--- config.mk ---
export PLATFORM = sky130hd
export DESIGN_NAME = worst_peer_eviction_selector_core
export DESIGN_NICKNAME = d
export VERILOG_FILES = /design/src/wpes_pkg.sv /design/src/wpes_score.sv /design/src/wpes_track.sv /design/src/worst_peer_eviction_selector_core.sv
export VERILOG_INCLUDE_DIRS = /design/src /design/src/src
export SDC_FILE = /design/constraint.sdc
export NUM_CORES = 1
export LEC_CHECK = 0
export BUFFER_PORTS_ARGS = -buffer_cell sky130_fd_sc_hd__clkbuf_2
export CORE_UTILIZATION = 57
export DETAILED_ROUTE_END_ITERATION = 8
export GPL_TIMING_DRIVEN = 0
export HOLD_SLACK_MARGIN = 0.08
export PLACE_DENSITY_LB_ADDON = 0.08
export SYNTH_ARGS = -nofsm -noshare
export SYNTH_HDL_FRONTEND = slang
export SYNTH_SLANG_ARGS = --single-unit
--- constraint.sdc ---
create_clock -name clock -period 18.9 [get_ports clock]
set_input_delay 2.835 -clock clock [delete_from_list [all_inputs] [get_ports clock]]
set_output_delay 2.835 -clock clock [all_outputs]
set_load 0.005 [all_outputs]
--- src/assert_macros.svh ---
// assertion macros shared by the rtl files
// no dependencies; included by files that carry concurrent checks
`ifndef ASSERT_MACROS_SVH
`define ASSERT_MACROS_SVH

// same-cycle implication, disabled during reset
`define WPES_ASSERT_NOW(label, clk, rst, ante, cons) \
   label: assert property (@(posedge clk) disable iff (rst) (ante) |-> (cons)) \
      else $error("assertion failed");

// next-cycle implication, disabled during reset
`define WPES_ASSERT_NEXT(label, clk, rst, ante, cons) \
   label: assert property (@(posedge clk) disable iff (rst) (ante) |=> (cons)) \
      else $error("assertion failed");

`endif

--- src/wpes_pkg.sv ---
// types and constants of the worst peer eviction selector
// no dependencies; used by every module of the block
package wpes_pkg;

   localparam int PEER_SLOTS = 8;
   localparam int IDX_W = (PEER_SLOTS > 1) ? $clog2(PEER_SLOTS) : 1;
   localparam int POS_W = $clog2(PEER_SLOTS + 1);

   localparam logic [15:0] SEV_TOP = 16'hFFFF;

   localparam logic [7:0] TH_MISS = 8'd4;
   localparam logic [7:0] TH_FALSE = 8'd8;
   localparam logic [7:0] TH_JITTER = 8'd10;
   localparam logic [7:0] TH_PANIC = 8'd8;

   // ceil(2^18 / 5) for floor(x / 5) with x below 2^15
   localparam logic [15:0] JIT_RECIP = 16'd52429;

   typedef struct packed {
      logic       slot_active;
      logic       slot_populated;
      logic [7:0] miss_count;
      logic [7:0] falseticker_count;
      logic [7:0] jitter_count;
      logic [7:0] panic_count;
      logic       last_slot;
   } req_item_type;

   typedef struct packed {
      logic        found;
      logic [2:0]  worst_slot;
      logic [15:0] chosen_severity;
   } rsp_item_type;

   typedef struct packed {
      logic        inactive_hit;
      logic        eligible;
      logic [15:0] severity;
   } candidate_type;

endpackage

--- src/wpes_score.sv ---
// scores one peer-slot request: eligibility and severity
// depends on wpes_pkg
module wpes_score (
   input  wpes_pkg::req_item_type  item,
   output wpes_pkg::candidate_type cand
);

   logic [14:0] jit_scaled;
   logic [30:0] jit_prod;
   logic [12:0] jit_term;
   logic [15:0] sum;

   always_comb begin
      jit_scaled = {item.jitter_count, 7'b0};
      jit_prod = 31'(jit_scaled) * 31'(wpes_pkg::JIT_RECIP);
      jit_term = jit_prod[30:18];
      sum = {2'b0, item.miss_count, 6'b0}
          + {3'b0, item.falseticker_count, 5'b0}
          + {3'b0, jit_term}
          + {3'b0, item.panic_count, 5'b0};
      cand.inactive_hit = !item.slot_active && item.slot_populated;
      cand.eligible = item.slot_active &&
                      ((item.miss_count >= wpes_pkg::TH_MISS) ||
                       (item.falseticker_count >= wpes_pkg::TH_FALSE) ||
                       (item.jitter_count >= wpes_pkg::TH_JITTER) ||
                       (item.panic_count >= wpes_pkg::TH_PANIC));
      cand.severity = sum;
   end

endmodule

--- src/wpes_track.sv ---
// running best-slot state of a scan and the result it gives on the last slot
// depends on wpes_pkg
module wpes_track (
   input  logic                    clock,
   input  logic                    reset,
   input  logic                    advance,
   input  logic                    last,
   input  wpes_pkg::candidate_type cand,
   output wpes_pkg::rsp_item_type  result
);

   logic [wpes_pkg::POS_W-1:0] pos_ff, pos_in;
   logic [15:0]                best_sev_ff, best_sev_in;
   logic [wpes_pkg::IDX_W-1:0] best_idx_ff, best_idx_in;
   logic                       best_valid_ff, best_valid_in;

   logic                       in_range;
   logic                       take;
   logic [wpes_pkg::IDX_W+2:0] idx_ext;

   always_comb begin
      in_range = pos_ff < wpes_pkg::POS_W'(wpes_pkg::PEER_SLOTS);
      take = in_range &&
             ((cand.inactive_hit && (best_sev_ff < wpes_pkg::SEV_TOP)) ||
              (cand.eligible && (cand.severity > best_sev_ff)));
      pos_in = in_range ? pos_ff + 1'b1 : pos_ff;
      best_sev_in = best_sev_ff;
      best_idx_in = best_idx_ff;
      best_valid_in = best_valid_ff;
      if (take) begin
         best_sev_in = cand.inactive_hit ? wpes_pkg::SEV_TOP : cand.severity;
         best_idx_in = pos_ff[wpes_pkg::IDX_W-1:0];
         best_valid_in = 1'b1;
      end
      idx_ext = {3'b0, best_idx_in};
      result.found = best_valid_in;
      result.worst_slot = best_valid_in ? idx_ext[2:0] : 3'd0;
      result.chosen_severity = best_valid_in ? best_sev_in : 16'd0;
   end

   always_ff @(posedge clock) begin
      if (reset || (advance && last)) begin
         pos_ff <= '0;
         best_sev_ff <= '0;
         best_idx_ff <= '0;
         best_valid_ff <= 1'b0;
      end else if (advance) begin
         pos_ff <= pos_in;
         best_sev_ff <= best_sev_in;
         best_idx_ff <= best_idx_in;
         best_valid_ff <= best_valid_in;
      end
   end

endmodule

--- src/worst_peer_eviction_selector_core.sv ---
// top level of the worst peer eviction selector: input and result registers
// depends on wpes_pkg, wpes_score, wpes_track and assert_macros.svh
//
// Usage:
// - req channel: one peer-slot record per request, in slot order; last_slot
//   marks the final slot of a scan. Slots past PEER_SLOTS in one scan are
//   ignored until a request marked last arrives.
// - rsp channel: one result per scan, produced by the request marked last:
//   found, worst_slot, chosen_severity (65535 marks a populated inactive slot).
// - Throughput: one request per cycle, sustained unless a last request waits behind
//   a stalled result. The whole scoring and compare for a slot sits between the
//   input register and the running state. A last request's result goes from the
//   tracker into the result register, which drives rsp_valid and rsp_item.
// - Stall: rsp_stall holds the result register. Non-last requests keep
//   flowing; req_stall rises only when a last request waits in the input
//   register behind a stalled result.
// - Reset: synchronous, active high; clears the scan state and both valids.
`include "assert_macros.svh"

module worst_peer_eviction_selector_core (
   input  logic                   clock,
   input  logic                   reset,
   input  logic                   req_valid,
   output logic                   req_stall,
   input  wpes_pkg::req_item_type req_item,
   output logic                   rsp_valid,
   input  logic                   rsp_stall,
   output wpes_pkg::rsp_item_type rsp_item
);

   logic                    stage_valid_ff, stage_valid_in;
   wpes_pkg::req_item_type  stage_item_ff;
   logic                    rsp_valid_ff, rsp_valid_in;
   wpes_pkg::rsp_item_type  rsp_item_ff;

   logic                    out_free;
   logic                    stage_adv;
   logic                    emit;
   wpes_pkg::candidate_type cand;
   wpes_pkg::rsp_item_type  result;

   wpes_score u_score (
      .item (stage_item_ff),
      .cand (cand)
   );

   wpes_track u_track (
      .clock   (clock),
      .reset   (reset),
      .advance (stage_adv),
      .last    (stage_item_ff.last_slot),
      .cand    (cand),
      .result  (result)
   );

   always_comb begin
      out_free = !rsp_valid_ff || !rsp_stall;
      stage_adv = stage_valid_ff && (!stage_item_ff.last_slot || out_free);
      emit = stage_adv && stage_item_ff.last_slot;
      req_stall = stage_valid_ff && !stage_adv;
      stage_valid_in = req_stall ? stage_valid_ff : req_valid;
      rsp_valid_in = out_free ? emit : rsp_valid_ff;
   end

   always_ff @(posedge clock) begin
      if (reset) begin
         stage_valid_ff <= 1'b0;
         rsp_valid_ff <= 1'b0;
      end else begin
         stage_valid_ff <= stage_valid_in;
         rsp_valid_ff <= rsp_valid_in;
      end
   end

   always_ff @(posedge clock) begin
      if (req_valid && !req_stall) begin
         stage_item_ff <= req_item;
      end
      if (emit) begin
         rsp_item_ff <= result;
      end
   end

   assign rsp_valid = rsp_valid_ff;
   assign rsp_item = rsp_item_ff;

   `WPES_ASSERT_NOW(a_stall_cause, clock, reset, req_stall,
      stage_valid_ff && stage_item_ff.last_slot && rsp_valid_ff && rsp_stall)
   `WPES_ASSERT_NOW(a_rsp_origin, clock, reset, $rose(rsp_valid_ff),
      $past(stage_valid_ff && stage_item_ff.last_slot))
   `WPES_ASSERT_NOW(a_not_found_zero, clock, reset, rsp_valid_ff && !rsp_item_ff.found,
      (rsp_item_ff.worst_slot == 3'd0) && (rsp_item_ff.chosen_severity == 16'd0))
   `WPES_ASSERT_NEXT(a_emit_loads, clock, reset, emit, rsp_valid_ff)

endmodule
**Word-level counts from Yosys, hierarchy flattened**

Cells that the tools add are included.

- Bits in registers: 81
- Bits of input ports: 39
- Output and inout port bits: 22
- Word-level logic and storage cells: 55

- Add/subtract/negate cells: 4
- Multipliers: 1
- $lt $le $gt $ge: 7
- Mux-type cells: 4
- Reductions and logical operators: 23

Operators with widths:

| operator | count |
|---|---|
| adder 16 x 13 -> 16 bit | 2 |
| 2-to-1 mux 16 bit | 2 |
| greater-or-equal comparator 8 x 4 -> 1 bit (second input constant) | 3 |
| multiplier 8 x 16 -> 24 bit (second input constant) | 1 |
| > comparator 16 bit | 1 |
| less-than comparator 16 bit (second input constant) | 1 |
| adder 14 x 13 -> 15 bit | 1 |
| logical AND 1 bit | 9 |
| greater-or-equal comparator 8 x 3 -> 1 bit (second input constant) | 1 |
| logical OR 1 bit | 7 |
| logical NOT 1 bit | 6 |
| adder 4 x 1 -> 4 bit (second input constant) | 1 |
| less-than comparator 4 bit (second input constant) | 1 |
| 2-to-1 mux 3 bit | 1 |
| AND reduction 2 bit | 1 |
| 2-to-1 mux 1 bit | 1 |

**Logic depth before layout (Yosys ltp)**

Gate-level depths: netlist (run 1).

- Depth after elaboration: 9
- Mapped depth: 34
- Depth with buffers taken out: 32

**Modules after synthesis**

A second synthesis (run 1) with hierarchy kept.

- Cell total of the unflattened synthesis: 534
- Area total of the unflattened synthesis: 5806.8 um^2

Modules (own cells, without submodules):

| module | instances | cells an instance | area an instance (um^2) |
|---|---|---|---|
| wpes_score | 1 | 266 | 2363.5 |
| worst_peer_eviction_selector_core | 1 | 68 | 1744.2 |
| wpes_track | 1 | 200 | 1699.1 |

**Least setup slack after synthesis (run 1)**

Ideal clock, no wire load.

- Kind: reg2reg
- Start point: register stage_item_ff[14] in the netlist's numbering
- End point: register rsp_item_ff, in the netlist rsp_item[15], data pin
- Setup time: 0.259 ns
- Arrival: 7.125 ns
- Data required time: 18.641 ns
- Setup slack: 11.517 ns
- Stages on the path, launching flop included: 35
- Path buffers: 2
- Clock period less this slack: 7.383 ns
- Cell sequence: edfxtp_1 > ha_1 > inv_1 > fa_1 > inv_1 > fa_1 > inv_1 > fa_1 > inv_1 > ha_1 > or3_1 > a21bo_2 > o211ai_1 > o21ai_0 > xnor2_1 > fa_1 > inv_1 > ha_1 > inv_1 > fa_1 > nor2b_1 > o31a_1 > o211ai_1 > nand3_1 > xor2_1 > inv_1 > ha_1 > nand3_2 > nor3_1 > a221o_1 > a211o_1 > buf_6 > a21oi_4 > buf_6 > mux2i_1

- Cells in the longest elaborated chain, start to end: 8
- Elaborated cells between the ends (all ways): 14

Ends and longest elaborated chain:

| element | line | text |
|---|---|---|
| from (decl) | worst_peer_eviction_selector_core.sv:32 | `wpes_pkg::req_item_type stage_item_ff;` |
| from (signal assigned) | worst_peer_eviction_selector_core.sv:77 | `stage_item_ff <= req_item;` |
| multiplier 8 x 16 -> 24 bit or greater-or-equal comparator 8 x 4 -> 1 bit (tied branches) | wpes_score.sv:15, wpes_score.sv:25 |  |
| adder 16 x 13 -> 16 bit or logical OR 1 bit (tied branches) | wpes_score.sv:19, wpes_score.sv:24 |  |
| adder 16 x 13 -> 16 bit or logical OR 1 bit (tied branches) | wpes_score.sv:20, wpes_score.sv:25 |  |
| > comparator 16 bit or logical AND 1 bit (tied branches) | wpes_track.sv:25, wpes_score.sv:22 |  |
| logical AND 1 bit | wpes_track.sv:25 | `(cand.eligible && (cand.severity > best_sev_ff)));` |
| logical OR 1 bit | wpes_track.sv:24 | `((cand.inactive_hit && (best_sev_ff < wpes_pkg::SEV_TOP)) \|\|` |
| logical AND 1 bit | wpes_track.sv:23 | `take = in_range &&` |
| 2-to-1 mux 16 bit or 2-to-1 mux 1 bit (tied branches) | wpes_track.sv:30 | `if (take) begin` |
| to (signal assigned) | worst_peer_eviction_selector_core.sv:80 | `rsp_item_ff <= result;` |
| to (decl) | worst_peer_eviction_selector_core.sv:34 | `wpes_pkg::rsp_item_type rsp_item_ff;` |

Several ways; a longest one is shown, not always the timed one.
A chain may end at the register's enable or synchronous reset.

**Final worst setup path (run 1)**

- Start point: register stage_item_ff[14] in the netlist's numbering
- End point: register rsp_item_ff, in the netlist rsp_item[11], data pin

Same word-level chain as after synthesis.

==> results of run 1 <==
## cell usage in the layout, fill, tap and decap left out, types with 6 or more instances in the layout
cell | Yosys | layout
a21o_1 | 6 | 6
xor2_1 | 7 | 7
nor3_1 | 21 | 21
o21a_1 | 7 | 7
edfxtp_1 | 55 | 55
nor2_1 | 24 | 24
a211oi_1 | 26 | 26
or3_1 | 6 | 6
clkbuf_8 | 0 | 9
a2bb2oi_1 | 8 | 8
mux2i_1 | 8 | 8
clkbuf_2 | 0 | 60
a21oi_1 | 22 | 22
nor2b_1 | 7 | 6
dfxtp_1 | 26 | 26
o21ai_0 | 15 | 15
fa_1 | 26 | 26
a22oi_2 | 7 | 7
inv_1 | 100 | 100
xnor2_1 | 17 | 17
ha_1 | 87 | 87
nand2_1 | 46 | 46
nand4_1 | 6 | 6
## synthesized netlist by cell type (all sizes together), types with 16 or more instances
cell type	count	area, um^2
inv	100	375
ha	87	1090
edfxtp	55	1650
nand2	46	173
a211oi	27	215
dfxtp	26	521
fa	26	521
nor2	26	108
a21oi	25	151
nor3	22	121
xnor2	17	149
o21ai	16	80.1
## cells by family (layout without fill, tap and decap cells)
family | count (synthesis) | in the layout | synth area share
flip-flops | 81 | 81 | 0.349
XOR/XNOR | 24 | 24 | 0.0338
buffers and inverters | 112 | 188 | 0.0750
AND/OR/NAND/NOR | 138 | 138 | 0.115
multiplexers | 8 | 8 | 0.0129
AO/OA/AOI/OAI | 124 | 124 | 0.156
adder cells (fa/ha/maj) | 113 | 113 | 0.259
## per-layer routing
metal	up-vias	wire length, um	track usage
li1	2264	-	-
met4	0	235	0.0890
met5	-	0	0
met3	19	410	0.0423
met2	95	6210	0.433
met1	2130	5340	0.265
## path summary, 6_finish.rpt
kind                          start                     end  slack (ns)  cells past startpoint
max               stage_item_ff[14]            rsp_item[11]       10.72                     32
min          u_track.best_idx_ff[0]  u_track.best_idx_ff[0]        0.46                      2
max reg2reg       stage_item_ff[14]            rsp_item[11]       10.72                     32
min reg2reg  u_track.best_idx_ff[0]  u_track.best_idx_ff[0]        0.46                      2
## critical path, delay by kind of cell, from the launching register on
family	cells	cell delay, ns
adders and majority gates	9	3.49
AOI/OAI and AO/OA	7	1.31
buffers and inverters	7	0.44
and+or+nand+nor	7	1.68
xor gates and xnor gates	2	0.53
DFF	1	0.49
## layout make-up
| type | count | share of cell area |
|---|---|---|
| multi-input combinational | 407 | 0.522 |
| buffer | 12 | 0.0133 |
| clock inverter | 7 | 0.00872 |
| clock buffer | 9 | 0.0180 |
| timing repair buffer | 60 | 0.0436 |
| inverter | 100 | 0.0545 |
| tap | 136 | 0.0247 |
| sequential | 81 | 0.316 |
## registers in the layout, summed over array words and instances, names as in the netlist
signal,cells
stage_valid_ff,1
u_track.best_sev_ff,16
u_track.pos_ff,4
u_track.best_valid_ff,1
stage_item_ff,35
rsp_item,20
u_track.best_idx_ff,3
rsp_valid,1
## power by group
| part | internal, mW | switching, mW | total (mW) |
|---|---|---|---|
| clock | 0.0598 | 0.0676 | 0.127 |
| combinational | 0.403 | 0.546 | 0.950 |
| sequential | 0.232 | 0.0181 | 0.250 |
| total | 0.695 | 0.632 | 1.33 |
==> results.md, run 1 <==
* Kind of end point of the critical path: register
* CTS root buf: clkbuf_8
* Vias in the first global route at between 4k and 5k
* Final core area utilization at 0.658
* Max-Cap Viols at 0
* Final wirelength at about 12000 um
* Die Y at 106 um
* Final worst path period share at 0.433
* Fin crit period at 8.18 ns
* Yosys Warn Count at 0
* # setup viols final at 0
* Largest net degree at the start of global routing at 36
* Hold Violations, Final at 0
* Total Nets Final at 823
* Startpoint Class: register
* HP Class: reg2reg
* GRT Total Usage at 0.234
* Layout cell share with drive strength beyond 1 at 0.161
* Post-DRT Antenna Nets at 0
* Worst path slowest cell: fa_1
* Status: finished, final reports clean
* FMAX at 122 MHz
* Peak VDD IR at roughly 0.11 mV
* Initial Util at 0.595
* Register area at 2170 um^2
* Initial antenna violation count at 0
* DRT iter0 DRCs at 190
* Critical setup path kind: reg2reg
* Worst skew pair latency at around 0.38 ns
* DP Worst Slack at 10.75 ns
* Via count at 4508
* DR DRC count at 0
* DRT Pass-1 Iters at 4
* P&R area growth vs syn at 10.6%
* Fillers at between 800 and 900
* Hold_ws at around 0.46 ns
* Final TNS setup at 0 ns
* Clk_skew at 0.0164 ns
* Post-DP HPWL at slightly below 10000 um
* Avg Vias per Cell at 5.55
* Post-synth EDFFs at 55
* CTS sink cnt at 81
* First-pass GRT wire length at 20500 um
* Required time worst endpoint at 19.02 ns
* CTS buffer count at 9
* FP Rows at 37
* Syn_nets at around 750
* CTS resizes at 0
* Final WS setup at 10.72 ns
* Area occupied by multi-input gates at 3590 um^2
* Pwr dens at 193 nW/um^2
* Per-cell routed wire length at 15.0 um
* Count of cell types in the netlist at 67
* Largest stage delay, worst path at 0.50 ns
* DP Cell Count at slightly below 800
* Synthesized area per cell at 10.4 um^2
* GRT Residual Overflow at 0
* CP Data Arrival Time at 8.30 ns
* Hold-fix buffers, CTS at 0
* Ant diodes at 0
* # Post-CTS Setup Buffers at 0
* Post-DP Area at approximately 6700 um^2
* Core Box Area at 10500 um^2
* Main flop type after synthesis: edfxtp_1
* Leakage at ~3.1 nW
* GP Congestion at 0.913
* Non-Filler Instances at 812
* RSZ-0062 raised after global routing: false
* Post-Syn Instances at 600
* H-tree Lvls at 3
* TritonCTS clock tree: done
* #FFs+latches synth at 81
* Synthesized cell area at 6220 um^2
* Final Instance Area at 6880 um^2
* Slew HR at 0.347
* Reg clk slew, reported paths at 0.08 ns
* Die area at 11300 um^2
* Crit-path most repeated cell: inv_1
* Die W at 106 um
* Slew @ Worst Pin at 0.979 ns
* Io pins at between 60 and 70
* Power Total at 1.33 mW
* Max Buffers Root-to-Sink at 2
* Sequential element share of the synthesized area at 0.349
* Fin. max-slew vios at 0
* Post-synth ARST share at 0
* CP Max Fanout at 8
* Input/output buffers at 60
Power figures use the tool's default switching activity.
==> run 2, diff against run 1 <==
--- a/config.mk
+++ b/config.mk
@@ -6,6 +6,7 @@
 export SDC_FILE = /design/constraint.sdc
 export NUM_CORES = 1
 export LEC_CHECK = 0
+export ABC_AREA = 1
 export BUFFER_PORTS_ARGS = -buffer_cell sky130_fd_sc_hd__clkbuf_2
 export CORE_UTILIZATION = 57
 export DETAILED_ROUTE_END_ITERATION = 8
==> constraint.sdc (replaced) <==
create_clock -name clock -period 8 [get_ports clock]
set_input_delay 1.2 -clock clock [delete_from_list [all_inputs] [get_ports clock]]
set_output_delay 1.2 -clock clock [all_outputs]
set_load 0.005 [all_outputs]
==> run 2 against run 1 <==
Net effect: die area increased by 5.9%; critical path type unchanged; count of clock-buffer cells in the layout unchanged; register-to-register slack got worse by 10 ns; highest routed layer unchanged; final area increased by 7.5%; clock power increased to 3.3 times the previous value.
==> results.md, run 2 <==
* CP Max Fanout at 10
* Top cell type's share of synthesized area at 0.250
* HP Class: reg2reg
* Sequential element share of the synthesized area at 0.329
* Final Instance Area at about 7400 um^2
* Input/output buffers at 60
* Die area at 12000 um^2
* Worst path slowest cell: fa_1
* CTS buffer count at 9
* Final wirelength at 13700 um
* Post-Syn Instances at 808
* Critical setup path kind: reg2reg
* Die Y at around 110 um
* Synth top area cells: edfxtp_1 25%, ha_1 17%, inv_1 9.7%
* Biggest register: stage_item_ff
* Core Box Area at 11100 um^2
* P&R area growth vs syn at 12.2%
* Max-Cap Viols at 0
* TritonCTS clock tree: done
* # setup viols final at 0
* Syn_nets at 960
* FP Rows at 38
* Via count at around 5.3k
* Ant diodes at 0
* H-tree Lvls at 3
* Total Nets Final at 1032
* Required time worst endpoint at 8.09 ns
* Hold-fix buffers, CTS at 0
* Synthesized cell area at 6600 um^2
* Pint at 1.49 mW
* Post-DP HPWL at between 10000 and 15000 um
* Crit-path most repeated cell: nand2_1
* Clock network fraction of design power at 0.152
* GP Congestion at 0.880
* Post-DRT Antenna Nets at 0
* Post-synth EDFFs at 55
* Io pins at 61
* Reg clk slew, reported paths at 0.06 ns
* Pwr dens at 375 nW/um^2
* Peak VDD IR at around 0.27 mV
* Comb power frac at 0.657
* FMAX at 135 MHz
* Layout cell share with drive strength beyond 1 at 0.122
* Switch share at 0.464
* Startpoint Class: register
* Largest register FFs at 35
* Post-synth ARST share at 0
* Initial Util at 0.595
* Main flop type after synthesis: edfxtp_1
* Largest net degree at the start of global routing at 32
* DR DRC count at 0
* R2R Setup Slk at about 0.57 ns
* Initial antenna violation count at 0
* First-pass GRT wire length at 23100 um
* #FFs+latches synth at 81
* CTS sink cnt at between 80 and 90
* Crit Reg-Reg Startpoint: stage_item_ff[14]
* CTS resizes at 0
* Slew HR at 0.461
* P_sw at roughly 1.3 mW
* Status: finished, final reports clean
* Clk_skew at about 0.0072 ns
* Fin crit period at 7.43 ns
* CP Data Arrival Time at approximately 7.5 ns
* Synthesized area per cell at 8.16 um^2
* Leakage at 3.89 nW
* Area occupied by multi-input gates at between 3000 and 4000 um^2
* Flop pwr share at 0.191
* Per-cell routed wire length at 13.4 um
* DRT iter0 DRCs at ~220
* Hold Violations, Final at 0
* Yosys Warn Count at 0
* Register area at between 2000 and 2500 um^2
* Cell with the most instances after synthesis: inv_1
* Kind of end point of the critical path: register
* Largest stage delay, worst path at between 0.5 and 0.6 ns
* Post-DP Area at 7100 um^2
* GRT Total Usage at 0.252
* Final TNS setup at 0 ns
* Worst hold path startpoint: u_track.best_valid_ff
* Slew @ Worst Pin at 0.807 ns
* Final worst path period share at 0.929
* Fillers at 935
* Avg Vias per Cell at 5.13
* Worst skew pair latency at roughly 0.35 ns
* Count of cell types in the netlist at 40
* Die W at approximately 110 um
* Most common cell after layout, fill and taps aside: inv_1
* Most frequent cells after synthesis: 170 x inv_1, 163 x nand2_1, 87 x ha_1
* GRT Residual Overflow at 0
* CP startpoint: stage_item_ff[14]
* Most frequent cells in the layout: 170 x inv_1, 163 x nand2_1, 87 x ha_1
* CTS root buf: clkbuf_16
* Cell taking the most area after synthesis: edfxtp_1
* # Post-CTS Setup Buffers at 0
* DRT Pass-1 Iters at 5
* Max Buffers Root-to-Sink at 2
* Fin. max-slew vios at 0
* RSZ-0062 raised after global routing: false
* Vias in the first global route at ~5.3k
==> run 2: per-stage QoR <==
| stage | setup slack (ns) | cells | utilization | hold slack, ns | total power, mW |
|---|---|---|---|---|---|
| after global routing | 0.0234 | 1025 | 0.668 | 0.523 | 3.09 |
| after global placement | 0.648 | 1008 | 0.638 | 0.449 | 2.32 |
| after detailed placement | 0.595 | 1009 | 0.641 | 0.482 | 2.36 |
| after floorplan | 1.42 | 808 | - | 0.437 | 1.96 |
| final | 0.570 | 1025 | 0.668 | 0.493 | 2.78 |
| after CTS | 0.560 | 1025 | 0.668 | 0.500 | 2.79 |
==> run 2: logic make-up after synthesis <==
kind of cell / count (synthesis) / share of synthesized area
simple gates: 315 / 0.208
xor+xnor: 20 / 0.0266
buf+inv: 186 / 0.117
flops: 81 / 0.329
fa+ha+maj: 113 / 0.244
compound gates: 93 / 0.0759
==> run 2: path summary, 6_finish.rpt <==
path                                 to  depth (start not counted)
setup / recovery            rsp_item[7]                         41
setup reg to reg            rsp_item[7]                         41
hold reg to reg   u_track.best_valid_ff                          2
hold / removal    u_track.best_valid_ff                          2
==> run 2: layer usage <==
layer	track usage	routed length, um	share of wire
met5	0	0	0
met4	0.0876	194	0.014
met3	0.0528	482	0.035
met2	0.465	6940	0.51
met1	0.287	6110	0.45
==> run 2: cell type report <==
| type | count | share of cell area |
|---|---|---|
| Buffer | 15 | 0.0172 |
| Clock inverter | 7 | 0.0103 |
| Tap cell | 140 | 0.0237 |
| Inverter | 171 | 0.0867 |
| Multi-Input combinational cell | 541 | 0.495 |
| Sequential cell | 81 | 0.294 |
| Clock buffer | 9 | 0.0304 |
| Timing Repair Buffer | 61 | 0.0433 |
==> run 2: worst max-delay path: cells and delay by family, from the launching register on <==
kind	cells	cell delay, ns
flip-flops	1	0.48
AO/OA/AOI/OAI	2	0.23
buffers and inverters	8	0.66
adder cells (fa/ha/maj)	9	3.49
AND/OR/NAND/NOR	21	2.09
XOR/XNOR	1	0.18
==> run 2: power by group through the flow <==
stage                     Combinational, mW  Sequential (mW)  Clock (mW)
after detailed placement               1.82            0.539           0
after CTS                              1.83            0.530       0.429
final                                  1.83            0.529       0.421
after floorplan                        1.43            0.536           0
after global placement                 1.78            0.538           0
after global routing                   2.12            0.534       0.443
